===== src/rtl/egh_pkg.sv =====
package egh_pkg;

    // Field widths
    localparam int COUNT_W = 16;
    localparam int CFG_W   = 16;
    localparam int DIV_W   = 15;

    // Default reset value of the compensation register
    localparam int INITIAL_COMPENSATION_DEFAULT = 0;

    // Input item kinds
    typedef enum logic [1:0] {
        ACT_EDGE  = 2'd0,
        ACT_SET   = 2'd1,
        ACT_CLEAR = 2'd2,
        ACT_TIMER = 2'd3
    } action_t;

    // Direction of the last accepted hole edge
    typedef enum logic [1:0] {
        DIR_NONE = 2'd0,
        DIR_FWD  = 2'd1,
        DIR_BACK = 2'd2
    } dir_t;

    // Configuration register indexes
    typedef enum logic [1:0] {
        CFG_THRESHOLD = 2'd0,
        CFG_TICKS     = 2'd1,
        CFG_NODE      = 2'd2
    } cfg_index_t;

    // Controller states
    typedef enum logic [1:0] {
        ST_IDLE,
        ST_CALC,
        ST_DIV,
        ST_UPDATE
    } state_t;

    // Controller to datapath
    typedef struct packed {
        logic load;
        logic div_start;
        logic commit;
    } cmd_t;

    // Datapath to controller
    typedef struct packed {
        logic need_div;
        logic div_done;
    } sts_t;

endpackage


===== src/rtl/egh_divider.sv =====
module egh_divider
    import egh_pkg::*;
(
    input  logic             clk,
    input  logic             rst_n,
    input  logic             start,
    input  logic [DIV_W-1:0] dividend,
    input  logic [DIV_W-1:0] divisor,
    output logic             done,
    output logic [DIV_W-1:0] quotient
);

    localparam int CNT_W = $clog2(DIV_W + 1);

    logic             busy_reg, busy_next;
    logic [CNT_W-1:0] cnt_reg, cnt_next;
    logic [DIV_W-1:0] rem_reg, rem_next;
    logic [DIV_W-1:0] quo_reg, quo_next;
    logic [DIV_W-1:0] dvs_reg, dvs_next;
    logic [DIV_W:0]   shifted;
    logic             ge;

    // One restoring step per cycle, dividend bits shift out as quotient bits shift in
    always_comb
    begin
        shifted   = {rem_reg, quo_reg[DIV_W-1]};
        ge        = (shifted >= {1'b0, dvs_reg});
        busy_next = busy_reg;
        cnt_next  = cnt_reg;
        rem_next  = rem_reg;
        quo_next  = quo_reg;
        dvs_next  = dvs_reg;
        if (start)
        begin
            busy_next = 1'b1;
            cnt_next  = CNT_W'(DIV_W);
            rem_next  = '0;
            quo_next  = dividend;
            dvs_next  = divisor;
        end
        else if (busy_reg)
        begin
            rem_next = ge ? DIV_W'(shifted - {1'b0, dvs_reg}) : DIV_W'(shifted);
            quo_next = {quo_reg[DIV_W-2:0], ge};
            cnt_next = cnt_reg - 1'b1;
            if (cnt_reg == CNT_W'(1))
            begin
                busy_next = 1'b0;
            end
        end
    end

    always_ff @(posedge clk or negedge rst_n)
    begin
        if (!rst_n)
        begin
            busy_reg <= 1'b0;
            cnt_reg  <= '0;
        end
        else
        begin
            busy_reg <= busy_next;
            cnt_reg  <= cnt_next;
        end
    end

    always_ff @(posedge clk)
    begin
        rem_reg <= rem_next;
        quo_reg <= quo_next;
        dvs_reg <= dvs_next;
    end

    // Last step lands on this edge
    assign done     = busy_reg && (cnt_reg == CNT_W'(1));
    assign quotient = quo_reg;

endmodule


===== src/rtl/egh_ctrl.sv =====
module egh_ctrl
    import egh_pkg::*;
(
    input  logic clk,
    input  logic rst_n,
    input  logic s_tvalid,
    output logic s_tready,
    output logic m_tvalid,
    input  logic m_tready,
    input  sts_t sts,
    output cmd_t cmd
);

    state_t state_reg, state_next;
    logic   out_valid_reg, out_valid_next;

    // Next state and commands
    always_comb
    begin
        state_next = state_reg;
        cmd        = '0;
        s_tready   = 1'b0;
        case (state_reg)
            ST_IDLE:
            begin
                s_tready = 1'b1;
                if (s_tvalid)
                begin
                    cmd.load   = 1'b1;
                    state_next = ST_CALC;
                end
            end
            ST_CALC:
            begin
                if (sts.need_div)
                begin
                    cmd.div_start = 1'b1;
                    state_next    = ST_DIV;
                end
                else
                begin
                    state_next = ST_UPDATE;
                end
            end
            ST_DIV:
            begin
                if (sts.div_done)
                begin
                    state_next = ST_UPDATE;
                end
            end
            ST_UPDATE:
            begin
                // Hold until the previous result has left
                if (!out_valid_reg || m_tready)
                begin
                    cmd.commit = 1'b1;
                    state_next = ST_IDLE;
                end
            end
            default:
            begin
                state_next = ST_IDLE;
            end
        endcase
    end

    // Output valid: set on commit, drop when taken
    always_comb
    begin
        if (cmd.commit)
        begin
            out_valid_next = 1'b1;
        end
        else if (m_tready)
        begin
            out_valid_next = 1'b0;
        end
        else
        begin
            out_valid_next = out_valid_reg;
        end
    end

    always_ff @(posedge clk or negedge rst_n)
    begin
        if (!rst_n)
        begin
            state_reg     <= ST_IDLE;
            out_valid_reg <= 1'b0;
        end
        else
        begin
            state_reg     <= state_next;
            out_valid_reg <= out_valid_next;
        end
    end

    assign m_tvalid = out_valid_reg;

endmodule


===== src/rtl/egh_datapath.sv =====
module egh_datapath
    import egh_pkg::*;
#(
    parameter int INITIAL_COMPENSATION = INITIAL_COMPENSATION_DEFAULT
)
(
    input  logic             clk,
    input  logic             rst_n,
    input  logic             cfg_we,
    input  logic [1:0]       cfg_index,
    input  logic [CFG_W-1:0] cfg_wdata,
    input  logic [63:0]      s_tdata,
    input  logic [1:0]       s_tuser,
    output logic [31:0]      m_tdata,
    output logic [1:0]       m_tuser,
    input  cmd_t             cmd,
    output sts_t             sts
);

    // Configuration
    logic [DIV_W-1:0]   thr_reg;
    logic [DIV_W-1:0]   tph_reg;
    logic [CFG_W-1:0]   node_reg;

    // Captured item
    action_t            act_reg;
    logic [COUNT_W-1:0] enc_reg, target_reg, nh_reg, nd_reg;

    // Counter state
    logic [COUNT_W-1:0] count_reg, count_next;
    logic [COUNT_W-1:0] diff_reg, diff_next;
    logic [COUNT_W-1:0] comp_reg, comp_next;
    logic [COUNT_W-1:0] last_enc_reg, last_enc_next;
    dir_t               dir_reg, dir_next;
    logic               report_reg, report_next;
    logic               restart_reg, restart_next;

    logic signed [COUNT_W-1:0] travel;
    logic signed [COUNT_W:0]   trav_x, thr_x;
    logic                      fwd, back, count_zero, div_used;
    logic [DIV_W-1:0]          quotient;
    logic [COUNT_W-1:0]        q_ext, comp_add, dec, c1, d1;
    logic                      div_done;

    // Write configuration registers
    always_ff @(posedge clk or negedge rst_n)
    begin
        if (!rst_n)
        begin
            thr_reg  <= DIV_W'(1);
            tph_reg  <= DIV_W'(1);
            node_reg <= '0;
        end
        else if (cfg_we)
        begin
            case (cfg_index)
                CFG_THRESHOLD: thr_reg  <= cfg_wdata[DIV_W-1:0];
                CFG_TICKS:     tph_reg  <= cfg_wdata[DIV_W-1:0];
                CFG_NODE:      node_reg <= cfg_wdata;
                default:       ;
            endcase
        end
    end

    // Capture the accepted item
    always_ff @(posedge clk)
    begin
        if (cmd.load)
        begin
            act_reg    <= action_t'(s_tuser);
            enc_reg    <= s_tdata[15:0];
            target_reg <= s_tdata[31:16];
            nh_reg     <= s_tdata[47:32];
            nd_reg     <= s_tdata[63:48];
        end
    end

    // Classify the edge from travel since the last accepted hole edge or matching set
    always_comb
    begin
        travel     = $signed(enc_reg - last_enc_reg);
        trav_x     = {travel[COUNT_W-1], travel};
        thr_x      = $signed({2'b00, thr_reg});
        count_zero = (count_reg == '0);
        fwd        = (trav_x >= thr_x);
        back       = (trav_x <= -thr_x) && !count_zero;
        div_used   = !travel[COUNT_W-1] && (travel != '0) && (tph_reg != '0);
    end

    assign sts.need_div = (act_reg == ACT_EDGE) && fwd && count_zero && div_used;
    assign sts.div_done = div_done;

    egh_divider u_div (
        .clk      (clk),
        .rst_n    (rst_n),
        .start    (cmd.div_start),
        .dividend (travel[DIV_W-1:0]),
        .divisor  (tph_reg),
        .done     (div_done),
        .quotient (quotient)
    );

    // Compute the state after this item
    always_comb
    begin
        q_ext         = div_used ? COUNT_W'(quotient) : '0;
        comp_add      = count_zero ? q_ext : '0;
        dec           = (dir_reg == DIR_FWD) ? COUNT_W'(2) : COUNT_W'(1);
        c1            = count_reg - dec;
        d1            = diff_reg - dec;
        count_next    = count_reg;
        diff_next     = diff_reg;
        comp_next     = comp_reg;
        last_enc_next = last_enc_reg;
        dir_next      = dir_reg;
        restart_next  = 1'b0;
        case (act_reg)
            ACT_EDGE:
            begin
                if (fwd)
                begin
                    if (count_zero)
                    begin
                        comp_next = q_ext;
                    end
                    count_next    = count_reg + comp_add + COUNT_W'(1);
                    diff_next     = diff_reg + comp_add + COUNT_W'(1);
                    restart_next  = 1'b1;
                    last_enc_next = enc_reg;
                    dir_next      = DIR_FWD;
                end
                else if (back)
                begin
                    // Clear both counts once they fall to the compensation
                    if ($signed({1'b0, c1}) <= $signed({comp_reg[COUNT_W-1], comp_reg}))
                    begin
                        count_next = '0;
                        diff_next  = '0;
                    end
                    else
                    begin
                        count_next = c1;
                        diff_next  = d1;
                    end
                    restart_next  = 1'b1;
                    last_enc_next = enc_reg;
                    dir_next      = DIR_BACK;
                end
            end
            ACT_SET:
            begin
                if (target_reg == node_reg)
                begin
                    count_next    = nh_reg;
                    diff_next     = nd_reg;
                    last_enc_next = enc_reg;
                end
            end
            ACT_CLEAR:
            begin
                if (target_reg == node_reg)
                begin
                    diff_next = '0;
                end
            end
            ACT_TIMER:
            begin
                diff_next = '0;
            end
            default:
            begin
                diff_next = diff_reg;
            end
        endcase
        report_next = (act_reg == ACT_EDGE) && (diff_next != diff_reg);
    end

    // Commit state; counts double as the result payload
    always_ff @(posedge clk or negedge rst_n)
    begin
        if (!rst_n)
        begin
            count_reg    <= '0;
            diff_reg     <= '0;
            comp_reg     <= COUNT_W'(INITIAL_COMPENSATION);
            last_enc_reg <= '0;
            dir_reg      <= DIR_NONE;
            report_reg   <= 1'b0;
            restart_reg  <= 1'b0;
        end
        else if (cmd.commit)
        begin
            count_reg    <= count_next;
            diff_reg     <= diff_next;
            comp_reg     <= comp_next;
            last_enc_reg <= last_enc_next;
            dir_reg      <= dir_next;
            report_reg   <= report_next;
            restart_reg  <= restart_next;
        end
    end

    assign m_tdata = {diff_reg, count_reg};
    assign m_tuser = {restart_reg, report_reg};

endmodule


===== src/rtl/encoder_gated_hole_counter_unit.sv =====
// Channel  Dir  tdata (low bit up)                                   tuser
// s_*      in   encoder_value, target_id, new_holes, new_diff (64)   action
// m_*      out  hole_total, hole_delta (32)                          report, restart_timer
// cfg_*    in   cfg_we, cfg_index, cfg_wdata: 0 threshold, 1 ticks per hole, 2 node address
//
// An item passes from acceptance through a calculate step to an update step that commits
// it and registers its result; a forward edge from zero that needs the compensation
// quotient adds a divide step in which the 15-bit restoring divider gives one bit a cycle.
// One item is in flight at a time; s_tready is high only while the controller idles.
// A result waiting on m_tready holds the next item in its update step.
// rst_n clears the counts and the direction, loads the initial compensation and
// returns the configuration to its defaults at once.
module encoder_gated_hole_counter_unit
    import egh_pkg::*;
#(
    parameter int INITIAL_COMPENSATION = INITIAL_COMPENSATION_DEFAULT
)
(
    input  logic             clk,
    input  logic             rst_n,
    input  logic             s_tvalid,
    output logic             s_tready,
    input  logic [63:0]      s_tdata,   // encoder_value, target_id, new_holes, new_diff
    input  logic [1:0]       s_tuser,   // action
    output logic             m_tvalid,
    input  logic             m_tready,
    output logic [31:0]      m_tdata,   // hole_total, hole_delta
    output logic [1:0]       m_tuser,   // report, restart_timer
    input  logic             cfg_we,
    input  logic [1:0]       cfg_index,
    input  logic [CFG_W-1:0] cfg_wdata
);

    cmd_t cmd;
    sts_t sts;

    egh_ctrl u_ctrl (
        .clk      (clk),
        .rst_n    (rst_n),
        .s_tvalid (s_tvalid),
        .s_tready (s_tready),
        .m_tvalid (m_tvalid),
        .m_tready (m_tready),
        .sts      (sts),
        .cmd      (cmd)
    );

    egh_datapath #(
        .INITIAL_COMPENSATION (INITIAL_COMPENSATION)
    ) u_dp (
        .clk       (clk),
        .rst_n     (rst_n),
        .cfg_we    (cfg_we),
        .cfg_index (cfg_index),
        .cfg_wdata (cfg_wdata),
        .s_tdata   (s_tdata),
        .s_tuser   (s_tuser),
        .m_tdata   (m_tdata),
        .m_tuser   (m_tuser),
        .cmd       (cmd),
        .sts       (sts)
    );

endmodule


===== config.mk =====
export PLATFORM = sky130hd
export DESIGN_NAME = encoder_gated_hole_counter_unit
export DESIGN_NICKNAME = d
export VERILOG_FILES = /design/src/rtl/egh_pkg.sv /design/src/rtl/egh_divider.sv /design/src/rtl/egh_ctrl.sv /design/src/rtl/egh_datapath.sv /design/src/rtl/encoder_gated_hole_counter_unit.sv
export SDC_FILE = /design/constraint.sdc
export NUM_CORES = 1
export LEC_CHECK = 0
export BUFFER_PORTS_ARGS = -buffer_cell sky130_fd_sc_hd__buf_4
export CAP_MARGIN = 20
export CORE_UTILIZATION = 61
export CTS_CLUSTER_DIAMETER = 30
export DETAILED_ROUTE_END_ITERATION = 7
export HOLD_SLACK_MARGIN = 0.05
export PLACE_DENSITY = 0.81
export SLEW_MARGIN = 25
export SYNTH_ARGS = -nofsm -noshare
export SYNTH_HDL_FRONTEND = slang
export SYNTH_SLANG_ARGS = --single-unit
export TNS_END_PERCENT = 100

===== constraint.sdc =====
create_clock -name clk -period 7.83 [get_ports clk]
set_input_delay 0.783 -clock clk [delete_from_list [all_inputs] [get_ports clk]]
set_output_delay 0.783 -clock clk [all_outputs]
set_load 0.05 [all_outputs]

==> impl_metrics.json, run 1 <==
{
  "post_cts_hold_buffer_count": 0,
  "die_x_extent_um": 159,
  "grt_util_all_layers_pct": 32.2,
  "cts.clk_slew.worst_paths_ps": 40,
  "place.port_buffers": 124,
  "power.ir.vdd_worst_v": 0.000350,
  "whs_ps": 286,
  "critical_path_class": "reg -> reg",
  "setup.worst_path.start_class": "register",
  "clk_root_buffer_cell": "sky130_fd_sc_hd__clkbuf_16",
  "power_density_nw_per_um2": 443,
  "post-route-drc-count": 0,
  "grt_pass1_wl_mm": 62.8,
  "finalSetupViolCount": 0,
  "design.portCount": 125,
  "run_status": "finished, final reports clean",
  "layout-drive-gt1-share_pct": 18.9,
  "worst-endpoint-arrival_ps": 7540,
  "drt.antenna.violating_nets": 0,
  "cts_tree": "built",
  "postSynthNetCount": 1743,
  "critical_path_peak_fanout": 10,
  "layout_commonest_cell": "sky130_fd_sc_hd__nand2_1",
  "global_route.overflow_total": 0,
  "floorplan.core_area_sq_um": 23800,
  "rsz0062_at_grt": "no",
  "antenna_found_initial": 0,
  "diodes": 0,
  "worst_slew_margin_rel_pct": 27.8,
  "wl_per_cell_um": 19.6,
  "synthesis.yosys.warnings": 0,
  "yosysTopAreaCellShare_pct": 19.9,
  "max_slew.worst_pin.slew_ps": 1080,
  "power_leakage_nw": 7.96,
  "die_area_sq_um": 25200,
  "drt-initial-drc-count": 1151,
  "synth.distinct_cells": 92,
  "worst_skew_pair.late_latency_ps": 550,
  "vias_per_cell": 6.20,
  "total_routed_wirelength_mm": 39.8,
  "routabilityCongestion": 0.963,
  "hold_path_class": "in -> async",
  "avgSynthCellArea_sq_um": 9.75,
  "finalMaxSlewViolations": 0,
  "synthesis.instances": 1535,
  "proportion_of_synthesized_chip_area_in_sequential_cells_pct": 41.5,
  "final.setup.tns_ps": 0,
  "finalWorstPathRequiredPeriod_ps": 7140,
  "postSynthRegisterBits": 232,
  "timing.final.hold_violations": 0,
  "final_nets": 1879,
  "cp_data_required_time_ps": 8230,
  "maxCapViolCount": 0,
  "place_hpwl_mm": 28.4,
  "clock_skew_ps": 23.8,
  "cts.sinks": 232,
  "cts_buffers": 51,
  "final.fill_count": 1642,
  "routed-via-count": 12600,
  "synth_enable_flop_cells": 96,
  "cts-htree-levels": 2,
  "layout_common_cells": "sky130_fd_sc_hd__nand2_1, sky130_fd_sc_hd__buf_4, sky130_fd_sc_hd__o21ai_0",
  "maxClockFrequency_mhz": 140,
  "row_count": 56,
  "synth_area_sq_um": 15000,
  "worst_setup_path_end_kind": "register",
  "area_growth_syn_to_layout_pct": 20.3,
  "fin_crit_sh_pct": 91.2,
  "synth_area_leader_cell": "sky130_fd_sc_hd__dfrtp_1",
  "synth_area_leaders": "sky130_fd_sc_hd__dfrtp_1, sky130_fd_sc_hd__edfxtp_1, sky130_fd_sc_hd__ha_1",
  "grt_max_degree": 70,
  "initial_cell_density_of_the_core_pct": 63.0,
  "drt_pass1_iterations": 6,
  "postSynth.asyncResetShare_pct": 52.2,
  "die_height_um": 159,
  "cts.path.max_buffers": 3,
  "synth_top_flop_cell": "sky130_fd_sc_hd__dfrtp_1",
  "grt_pass1_vias": 12200,
  "fin_total_pwr_mw": 7.98
}
[critical path, stage by stage (launching register included)]
cell	delay, ps
sky130_fd_sc_hd__edfxtp_1	350
sky130_fd_sc_hd__inv_1	100
sky130_fd_sc_hd__ha_1	140
sky130_fd_sc_hd__inv_1	40
sky130_fd_sc_hd__fa_1	400
sky130_fd_sc_hd__a21o_1	240
sky130_fd_sc_hd__a211oi_2	340
sky130_fd_sc_hd__nor3b_1	140
sky130_fd_sc_hd__or4_4	450
sky130_fd_sc_hd__and2_1	220
sky130_fd_sc_hd__ha_1	320
sky130_fd_sc_hd__a21o_1	190
sky130_fd_sc_hd__a2111oi_0	340
sky130_fd_sc_hd__o21ai_0	130
sky130_fd_sc_hd__o311ai_0	740
sky130_fd_sc_hd__nand2_1	400
sky130_fd_sc_hd__nor4_1	800
sky130_fd_sc_hd__a31oi_1	160
sky130_fd_sc_hd__o21ai_0	160
sky130_fd_sc_hd__o311ai_0	190
sky130_fd_sc_hd__a31oi_1	200
sky130_fd_sc_hd__o311ai_0	230
sky130_fd_sc_hd__xnor2_1	250
sky130_fd_sc_hd__nand4_1	110
sky130_fd_sc_hd__nor3_1	220
sky130_fd_sc_hd__a41oi_1	140
[cell families (layout without fill, tap and decap cells)]
family / after synthesis / in the layout / synth area share, %
multiplexers: 81 / 81 / 5.91
flip-flops: 232 / 232 / 41.5
XOR/XNOR: 85 / 85 / 4.97
AND/OR/NAND/NOR: 440 / 440 / 14.6
adder cells (fa/ha/maj): 124 / 124 / 10.5
buffers and inverters: 170 / 348 / 4.37
AO/OA/AOI/OAI: 403 / 403 / 18.1
[final cells by class]
| type | instances | area (sq um) | share of cell area (%) |
|---|---|---|---|
| multi-input combinational | 1133 | 8140 | 45.2 |
| sequential | 232 | 6210 | 34.5 |
| clock buffer | 63 | 1360 | 7.56 |
| timing repair buffer | 144 | 1080 | 6.00 |
| clock inverter | 32 | 410 | 2.28 |
| inverter | 109 | 409 | 2.27 |
| tap | 319 | 399 | 2.22 |
[metal layers]
| layer | GRT usage, % | vias to the layer above | share of wire, % |
|---|---|---|---|
| met5 | 0 | - | 0 |
| met2 | 53.2 | 484 | 47 |
| met1 | 41.8 | 6059 | 42 |
| li1 | - | 5937 | - |
| met3 | 6.07 | 126 | 6.8 |
| met4 | 12.1 | 0 | 3.5 |
[synthesized netlist by cell type, drive strengths merged, types with 26 or more instances]
| master | n |
|---|---|
| a21o | 30 |
| mux2 | 59 |
| nor2 | 81 |
| nand3 | 38 |
| inv | 109 |
| nand2 | 145 |
| edfxtp | 96 |
| clkbuf | 55 |
| a21oi | 77 |
| xnor2 | 59 |
| ha | 115 |
| dfrtp | 119 |
| o21ai | 132 |
| xor2 | 26 |
[what timing repair did]
action,in CTS,in global routing
endpoints found under the setup margin,0,1
resized for setup,0,0
setup buffers,0,3
[final timing paths]
| path | cells past startpoint | to | start | slack, ps |
|---|---|---|---|---|
| max | 25 | u_dp.report_reg | u_dp.enc_reg[0] | 690 |
| min | 1 | u_dp.last_enc_reg[4] | rst_n | 290 |
| max reg2reg | 25 | u_dp.report_reg | u_dp.enc_reg[0] | 690 |
| min reg2reg | 0 | u_dp.u_div.dvs_reg[4] | u_dp.tph_reg[4] | 480 |
| max in group asynchronous | 2 | u_dp.diff_reg[5] | rst_n | 6170 |
| min in group clk | 1 | u_dp.target_reg[6] | s_tdata[22] | 400 |
[power by group]
part	leakage (nW)	internal [mW]	switching, mW
Sequential	2.53	1.58	0.318
Clock	0.880	1.50	0.699
Combinational	4.56	1.52	2.36
[through the flow]
| stage | std cells | cell area [sq um] | setup slack [ps] | utilization (%) |
|---|---|---|---|---|
| after detailed placement | 1934 | 16200 | 496 | 68.2 |
| after floorplan | 1535 | 15000 | 1820 | - |
| after global routing | 2032 | 18000 | 208 | 75.8 |
| final | 2032 | 18000 | 690 | 75.8 |
| after global placement | 1934 | 16200 | 820 | 68.2 |
| after CTS | 2029 | 18000 | 501 | 75.7 |
(Power assumes the default switching activity.)
==> run 2, diff against run 1 <==
==> constraint.sdc (replaced) <==
create_clock -name clk -period 7.83 [get_ports clk]
set_input_delay 0.3915 -clock clk [delete_from_list [all_inputs] [get_ports clk]]
set_output_delay 0.3915 -clock clk [all_outputs]
set_load 0.05 [all_outputs]
==> impl_metrics.json, run 2 (synthesis results as in run 1) <==
{
  "run_status": "finished, final reports clean",
  "total_routed_wirelength_mm": 41.7,
  "post-route-drc-count": 0,
  "power_frac_seq_pct": 23.7,
  "worst_skew_pair.late_latency_ps": 560,
  "drt-initial-drc-count": 1264,
  "intPower_mw": 4.62,
  "clk_root_buffer_cell": "sky130_fd_sc_hd__clkbuf_16",
  "die_height_um": 159,
  "grt_util_all_layers_pct": 33.6,
  "final-instance-count-excl-fill": 2100,
  "p_switching_mw": 3.41,
  "drt_pass1_iterations": 7,
  "maxClockFrequency_mhz": 141,
  "finalSetupViolCount": 0,
  "dpl.cell_count": 1934,
  "hold_path_depth": 2,
  "max_slew.worst_pin.slew_ps": 1080,
  "power_density_nw_per_um2": 430,
  "grt_pass1_vias": 12700,
  "place_hpwl_mm": 28.4,
  "power.ir.vdd_worst_v": 0.000296,
  "area_occupied_by_multi_input_gates_sq_um": 8140,
  "cts_buffers": 51,
  "critical_path_peak_fanout": 10,
  "worst-path-buf-inv": 2,
  "fin_crit_sh_pct": 90.7,
  "cell_family_with_the_largest_share_of_critical_path_delay": "compound AO/OA/AOI/OAI gates",
  "routabilityCongestion": 0.963,
  "timing.final.hold_violations": 0,
  "cts.path.max_buffers": 3,
  "cts_tree": "built",
  "worst_slew_margin_rel_pct": 27.8,
  "drt.antenna.violating_nets": 0,
  "antenna_found_initial": 0,
  "worst_setup_path_end_kind": "register",
  "maxCapViolCount": 0,
  "design.portCount": 125,
  "finalMaxSlewViolations": 0,
  "final.setup.tns_ps": 0,
  "setup.worst_path.start_class": "register",
  "cts-htree-levels": 2,
  "r2r_cells": 25,
  "rsz0062_at_grt": "no",
  "cp_data_required_time_ps": 8230,
  "die_x_extent_um": 159,
  "cts.clk_slew.worst_paths_ps": 40,
  "clock_skew_ps": 27.7,
  "utilization_pct": 78.7,
  "layout_common_cells": "sky130_fd_sc_hd__nand2_1, sky130_fd_sc_hd__buf_4, sky130_fd_sc_hd__o21ai_0",
  "wl_per_cell_um": 19.9,
  "final_nets": 1946,
  "grt_pass1_wl_mm": 65.5,
  "initial_cell_density_of_the_core_pct": 63.0,
  "floorplan.core_area_sq_um": 23800,
  "grt_max_degree": 70,
  "crit_path_top_delay_cell": "sky130_fd_sc_hd__o311ai_0",
  "finalWorstPathRequiredPeriod_ps": 7100,
  "final.fill_count": 1518,
  "area_of_all_sequential_standard_cells_sq_um": 6210,
  "cts.sinks": 232,
  "global_route.overflow_total": 0,
  "layout-drive-gt1-share_pct": 18.1,
  "power.clock.fraction_pct": 27.4,
  "crit_cells": 25,
  "crit_path_max_incr_delay_ps": 720,
  "row_count": 56,
  "vias_per_cell": 6.23,
  "die_area_sq_um": 25200,
  "power_leakage_nw": 8.24,
  "hold_path_class": "in -> reg",
  "worst-endpoint-arrival_ps": 7500,
  "power.share.combinational_pct": 49.0,
  "layout_commonest_cell": "sky130_fd_sc_hd__nand2_1",
  "place.port_buffers": 124,
  "area_growth_syn_to_layout_pct": 24.8,
  "critical_path_class": "reg -> reg",
  "routed-via-count": 13100,
  "p_sw_share_pct": 42.5
}
run 2: cell count changes in the layout (fill, tap and decap cells not counted):
cell                            delta
sky130_fd_sc_hd__dlygate4sd3_1    +67
sky130_fd_sc_hd__diode_2           +1
run 2: through the flow:
step | hold slack (ps) | power, mW | worst slack (ps) | cell area [sq um]
2_1_floorplan | 95.9 | 4.65 | 1820 | 15000
3_3_place_gp | 451 | 5.57 | 820 | 16200
3_5_place_dp | 451 | 5.68 | 496 | 16200
4_1_cts | 76.6 | 7.94 | 501 | 18600
5_1_grt | 82.5 | 8.53 | 208 | 18700
6_report | 90.5 | 8.04 | 730 | 18700
run 2: layout make-up:
| class | instances | share of cell area [%] |
|---|---|---|
| inverters | 109 | 2.19 |
| clock buffers | 63 | 7.29 |
| clock inverters | 32 | 2.20 |
| flip-flops and latches | 232 | 33.3 |
| well taps | 319 | 2.14 |
| repair buffers | 211 | 9.38 |
| multi-input cells | 1133 | 43.5 |
| diodes | 1 | 0.0134 |
run 2: power by group through the flow:
stage | Clock [mW] | Combinational [mW] | Sequential (mW)
6_report | 2.20 | 3.94 | 1.90
5_1_grt | 2.27 | 4.32 | 1.94
4_1_cts | 2.21 | 3.84 | 1.89
3_5_place_dp | 0 | 3.78 | 1.90
3_3_place_gp | 0 | 3.68 | 1.89
2_1_floorplan | 0 | 2.63 | 2.02
run 2: per-layer routing:
layer / vias to the layer above / GRT usage, % / part of all wire [%]
li1: 6065 / - / -
met1: 6310 / 42.9 / 41
met2: 568 / 55.8 / 48
met3: 139 / 6.83 / 7.5
met4: 0 / 13.9 / 3.7
met5: - / 0 / 0
run 2: final timing paths:
| kind | start | end | slack [ps] |
|---|---|---|---|
| setup / recovery | u_dp.enc_reg[0] | u_dp.report_reg | 730 |
| max in group asynchronous | rst_n | u_dp.diff_reg[5] | 6010 |
| setup reg to reg | u_dp.enc_reg[0] | u_dp.report_reg | 730 |
| hold / removal | cfg_wdata[15] | u_dp.node_reg[15] | 90 |
| min in group asynchronous | rst_n | u_dp.last_enc_reg[6] | 440 |
| hold reg to reg | u_dp.tph_reg[7] | u_dp.u_div.dvs_reg[7] | 480 |
run 2: repair_timing:
item                                   4_1_cts  5_1_grt
setup buffers                                0        3
hold buffers                                67        0
gates resized for setup                      0        0
endpoints found under the hold margin      118        0
setup endpoints to repair                    0        1
